===== config.mk =====
export PLATFORM = sky130hd
export DESIGN_NAME = ttlrc_ctrl
export DESIGN_NICKNAME = d
export VERILOG_FILES = /design/src/design/ttlrc_pkg.sv /design/src/design/ttlrc_ctrl.sv
export SDC_FILE = /design/constraint.sdc
export NUM_CORES = 1
export LEC_CHECK = 0
export ABC_AREA = 1
export BUFFER_PORTS_ARGS = -buffer_cell sky130_fd_sc_hd__buf_2
export CAP_MARGIN = 20
export CORE_AREA = 5 5 42 44
export DETAILED_ROUTE_END_ITERATION = 7
export DIE_AREA = 0 0 47 49
export PLACE_DENSITY = 0.31
export SLEW_MARGIN = 10
export SYNTH_ARGS = -nofsm -noshare
export SYNTH_HDL_FRONTEND = slang
export SYNTH_SLANG_ARGS = --single-unit
export TNS_END_PERCENT = 50

===== constraint.sdc =====
create_clock -name clk -period 1.49 [get_ports clk]
set_input_delay 0.149 -clock clk [delete_from_list [all_inputs] [get_ports clk]]
set_output_delay 0.149 -clock clk [all_outputs]
set_load 0.03 [all_outputs]

===== src/design/ttlrc_pkg.sv =====
// Shared types and constants for the verdict cache with a time-to-live.
package ttlrc_pkg;

    localparam int ENTRIES = 128;
    localparam int IDX_W   = $clog2(ENTRIES);
    localparam int SLOT_W  = 7;
    localparam int WORD_W  = 64;

    localparam logic [WORD_W-1:0] TTL_RESET = 64'd300000000000;

    localparam logic OP_LOOKUP = 1'b0;
    localparam logic OP_RECORD = 1'b1;

    typedef struct packed {
        logic [WORD_W-1:0] key_hi;
        logic [WORD_W-1:0] key_lo;
        logic              family;
        logic [WORD_W-1:0] stamp;
        logic              verdict;
    } entry_t;

    typedef struct packed {
        logic load;
        logic rd_en;
        logic commit;
    } cmd_t;

    typedef struct packed {
        logic last_addr;
        logic pipe_idle;
    } sts_t;

endpackage


===== src/design/ttlrc_ctrl.sv =====
// Controller state machine that sequences the table scan for one item.
module ttlrc_ctrl (
    input  logic              clk,
    input  logic              rst_n,
    input  logic              start,
    input  ttlrc_pkg::sts_t   sts,
    output ttlrc_pkg::cmd_t   cmd,
    output logic              busy
);

    localparam logic [1:0] ST_IDLE   = 2'd0;
    localparam logic [1:0] ST_SCAN   = 2'd1;
    localparam logic [1:0] ST_DRAIN  = 2'd2;
    localparam logic [1:0] ST_FINISH = 2'd3;

    logic [1:0] state_reg;
    logic [1:0] state_next;

    always_comb
    begin
        state_next = state_reg;
        cmd        = '0;
        case (state_reg)
            ST_IDLE:
            begin
                if (start)
                begin
                    cmd.load   = 1'b1;
                    state_next = ST_SCAN;
                end
            end
            ST_SCAN:
            begin
                cmd.rd_en = 1'b1;
                if (sts.last_addr)
                begin
                    state_next = ST_DRAIN;
                end
            end
            ST_DRAIN:
            begin
                if (sts.pipe_idle)
                begin
                    state_next = ST_FINISH;
                end
            end
            ST_FINISH:
            begin
                cmd.commit = 1'b1;
                state_next = ST_IDLE;
            end
            default:
            begin
                state_next = ST_IDLE;
            end
        endcase
    end

    always_ff @(posedge clk or negedge rst_n)
    begin
        if (!rst_n)
        begin
            state_reg <= ST_IDLE;
        end
        else
        begin
            state_reg <= state_next;
        end
    end

    assign busy = (state_reg != ST_IDLE);

    a_load_then_scan: assert property (@(posedge clk) disable iff (!rst_n)
        cmd.load |=> (state_reg == ST_SCAN))
        else $error("A loaded item did not enter the scan.");

    a_commit_then_idle: assert property (@(posedge clk) disable iff (!rst_n)
        cmd.commit |=> !busy)
        else $error("The controller stayed busy after the commit.");

endmodule


* Yosys cells after proc, flatten, opt, wreduce, memory -nomap -nowiden *
Index checks and enable logic that the tools add are counted.

storage, ports and cells
  register bits = 2
  latch bits = 0
  bits in writable memories = 0
  bits in read-only memories = 0
  input port bits = 5
  output and inout bits = 4
  word-level logic and storage cells = 18
  memories kept = 0

operators by class
  add/subtract/negate cells = 0
  multiply operators = 0
  divide/modulo/power cells = 0
  order comparisons = 0
  eq/ne operators = 6
  shift operators = 0
  muxes and demuxes = 8
  bitwise operators = 0
  reduce and logical (&&, ||, !) cells = 3

operators by type and width
  operator                                             number
  case mux 2 bit (4 select lines)                      1
  2-to-1 mux 2 bit                                     3
  != test 2 bit, second input constant                 3
  equality test 2 bit, second input constant           2
  2-to-1 mux 1 bit                                     4
  AND reduction 3 bit                                  1
  equality test 2 x 1 -> 1 bit, second input constant  1
  logical NOT 2 bit                                    1
  nonzero test 2 bit                                   1

* Logic depth before layout (Yosys ltp) *
  word-level depth = 3
  mapped depth = 6
  gate-level depth less buffers = 6

* Worst setup path after synthesis *
No wires, ideal clock.

  path kind = register to register
  from = register state_reg[0]
  to = register state_reg[0]
  setup time = 0.118 ns
  arrival = 1.077 ns
  required time = 1.372 ns
  setup slack = 0.295 ns
  stages on the path, launching flop included = 7
  buffers on the path = 0
  clock period less this slack = 1.195 ns
  cells stage by stage = dfrtp_1 > inv_1 > ha_1 > inv_1 > nand2_1 > nand4_1 > nand2_1

between the ends
  longest elaborated chain between the ends = 3
  elaborated cells between the ends (all ways) = 9
  classes of those cells = eq/ne: 6; mux: 1; reduce/logical: 2

ends and longest elaborated chain
  item                                                  line              text
  start: declaration                                    ttlrc_ctrl.sv:16  logic [1:0] state_reg;
  start signal: assignment                              ttlrc_ctrl.sv:67  state_reg <= state_next;
  equality test 2 x 1 -> 1 bit (tied with other cells)  ttlrc_ctrl.sv:23  case (state_reg)
  != test 2 bit (no source line)                        --
  AND reduction 3 bit (no source line)                  --

Parallel ways exist; a longest one is shown, timed or not.
A chain may end at the register's enable or synchronous reset.

==> out/results.tsv <==
metric	value	unit
fmax	732	MHz
start_util	13.5	%
worstSetupEndpointType	output pin	
postCtsSetupBuffers	0	
cts_tree	yes	
portBuffers	8	
cp_common_cell	inv_1	
via_count	181	
multiInputGateArea	109	µm²
die_area	2300	µm²
worstPathRequired	1.34	ns
viasPerCell	3.35	
finalMaxSlewViolations	0	
clock_sink_count	2	
root_buffer	clkbuf_4	
drc	0	
grtUsageMet2	5.66	%
r2r_cells	6	
power.density	2180	nW/µm²
arrival	1.22	ns
fin_skew	0.00171	ns
grt_max_degree	5	
dp_hpwl	345	µm
max-cap-violations	0	
drt_iter0_markers	2	
grt_first_pass_wirelength	662	µm
worst-path-stages	5	
power.leakage	0.183	nW
synth_area	189	µm²
area_growth	49.0	%
finalSetupTns	0	ns
rsz0062_at_grt	false	
startpoint_type	flip-flop	
dieHeight	49	µm
cts_max_level	1	
grtUsageMet1	3.96	%
synth_fp_nets	35	
hold_path_class	in -> async	
nFillCells	175	
drive_gt1_share	34.2	%
ys_ff_latch	2	
path_cells	inv_1 > ha_1 > nand2_1 > inv_1 > buf_2	
yosys_warnings	0	
ys_seq_area_share	26.5	%
coreArea	1400	µm²
finalSetupViolCount	0	
drtAntennaViolNets	0	
final_util	20.1	%
drt_first_pass_iters	2	
syn_inst	26	
routedWlPerCell	7.46	µm
worstSetupPathType	reg -> out	
path_clk_slew	0.03	ns
path_delay_family	flip-flops	
clk_path_buf_depth	2	
hold_violations	0	
largest_reg_flops	2	
grtUsageTotal	4.30	%
layout_common_cells	8 x inv_1, 8 x nand2_1, 8 x buf_2	
fin_crit_sh	91.6	%
first_global_vias	196	
io_pins	9	
fp-row-count	14	
max_slew.worst_pin.slew	0.156	ns
ctsResizeCount	0	
finalWeightedCongestion	0.732	
crit_buf_inv	3	
status	finished, final reports clean	
yosys.cell_types.count	7	
cts_buffers	3	
grt-ovfl-total	0	
maxSlewHeadroom	89.7	%
cts_hold_buf	1	
seq_area	50.0	µm²
final_nets	49	
clk_latency	0.22	ns
layout_min_cycle_time	1.37	ns
antenna_found_initial	0	
n_antenna_cell	0	
cp_max_fo	4	
grt.busiest_layer	met2	
cp_slowest_cell	dfrtp_1	
avgSynthCellArea	7.27	µm²
die_w	47	µm
max-vdd-ir-drop	0.000827	V
met3_usage	2.21	%
wl	403	µm
slowest_delay	0.40	ns
[kinds of logic (layout without fill, tap and decap cells)]
| kind of cell | Yosys count | in the layout | share of synthesized area [%] |
|---|---|---|---|
| buffers and inverters | 8 | 20 | 15.9 |
| and+or+nand+nor | 12 | 12 | 31.1 |
| DFF | 2 | 2 | 26.5 |
| adders and majority gates | 4 | 4 | 26.5 |
[worst reg2reg max path, delay by kind of cell (launching register included)]
kind / cells / cell delay, ns
and+or+nand+nor: 4 / 0.32
DFF: 1 / 0.38
buffers and inverters: 1 / 0.08
adders and majority gates: 1 / 0.21
[power breakdown]
part / switching (mW) / internal (mW) / leakage [nW] / total (mW)
Clock: 0.0300 / 0.0888 / 0.0138 / 0.119
Combinational: 0.254 / 0.129 / 0.145 / 0.382
Sequential: 0.0278 / 0.0855 / 0.0242 / 0.113
[final timing paths]
| kind | endpoint | from | slack, ns |
|---|---|---|---|
| max | cmd[2] | state_reg[1]$_DFFE_PN0P_ | 0.12 |
| min | state_reg[1]$_DFFE_PN0P_ | rst_n | 0.24 |
| max reg2reg | state_reg[0]$_DFFE_PN0P_ | state_reg[0]$_DFFE_PN0P_ | 0.38 |
| min reg2reg | state_reg[1]$_DFFE_PN0P_ | state_reg[1]$_DFFE_PN0P_ | 0.53 |
| max in group asynchronous | state_reg[0]$_DFFE_PN0P_ | rst_n | 1.16 |
| min in group clk | state_reg[1]$_DFFE_PN0P_ | start | 0.32 |
[final cells by class]
type / instances / share of cell area (%)
Multi-Input combinational cell: 16 / 38.7
Sequential cell: 2 / 17.8
Timing Repair Buffer: 9 / 17.8
Inverter: 8 / 10.7
Clock buffer: 3 / 8.00
Tap cell: 16 / 7.11
[synthesized netlist by cell type]
master | number | area share [%]
nand4_1 | 2 | 6.6
ha_1 | 4 | 26
nand2_1 | 8 | 16
nand2_2 | 1 | 3.3
nand3_2 | 1 | 5.3
dfrtp_1 | 2 | 26
inv_1 | 8 | 16
[metal layers]
layer | wire (µm) | vias to the layer above
met3 | 40 | 0
met4 | 0 | 0
met1 | 169 | 74
met5 | 0 | -
met2 | 193 | 6
li1 | - | 101
[per-stage QoR]
step | setup slack [ns] | total power, mW | cells | hold slack (ns) | area [µm²]
detailed placement | 0.338 | 0.504 | 50 | -0.0648 | 249
CTS | 0.0933 | 0.634 | 54 | 0.229 | 282
floorplan | 0.295 | 0.417 | 26 | -0.147 | 189
global route | 0.0226 | 0.686 | 54 | 0.240 | 282
global placement | 0.353 | 0.505 | 50 | -0.0638 | 249
finish | 0.124 | 0.615 | 54 | 0.239 | 282
(Power assumes the default switching activity.)
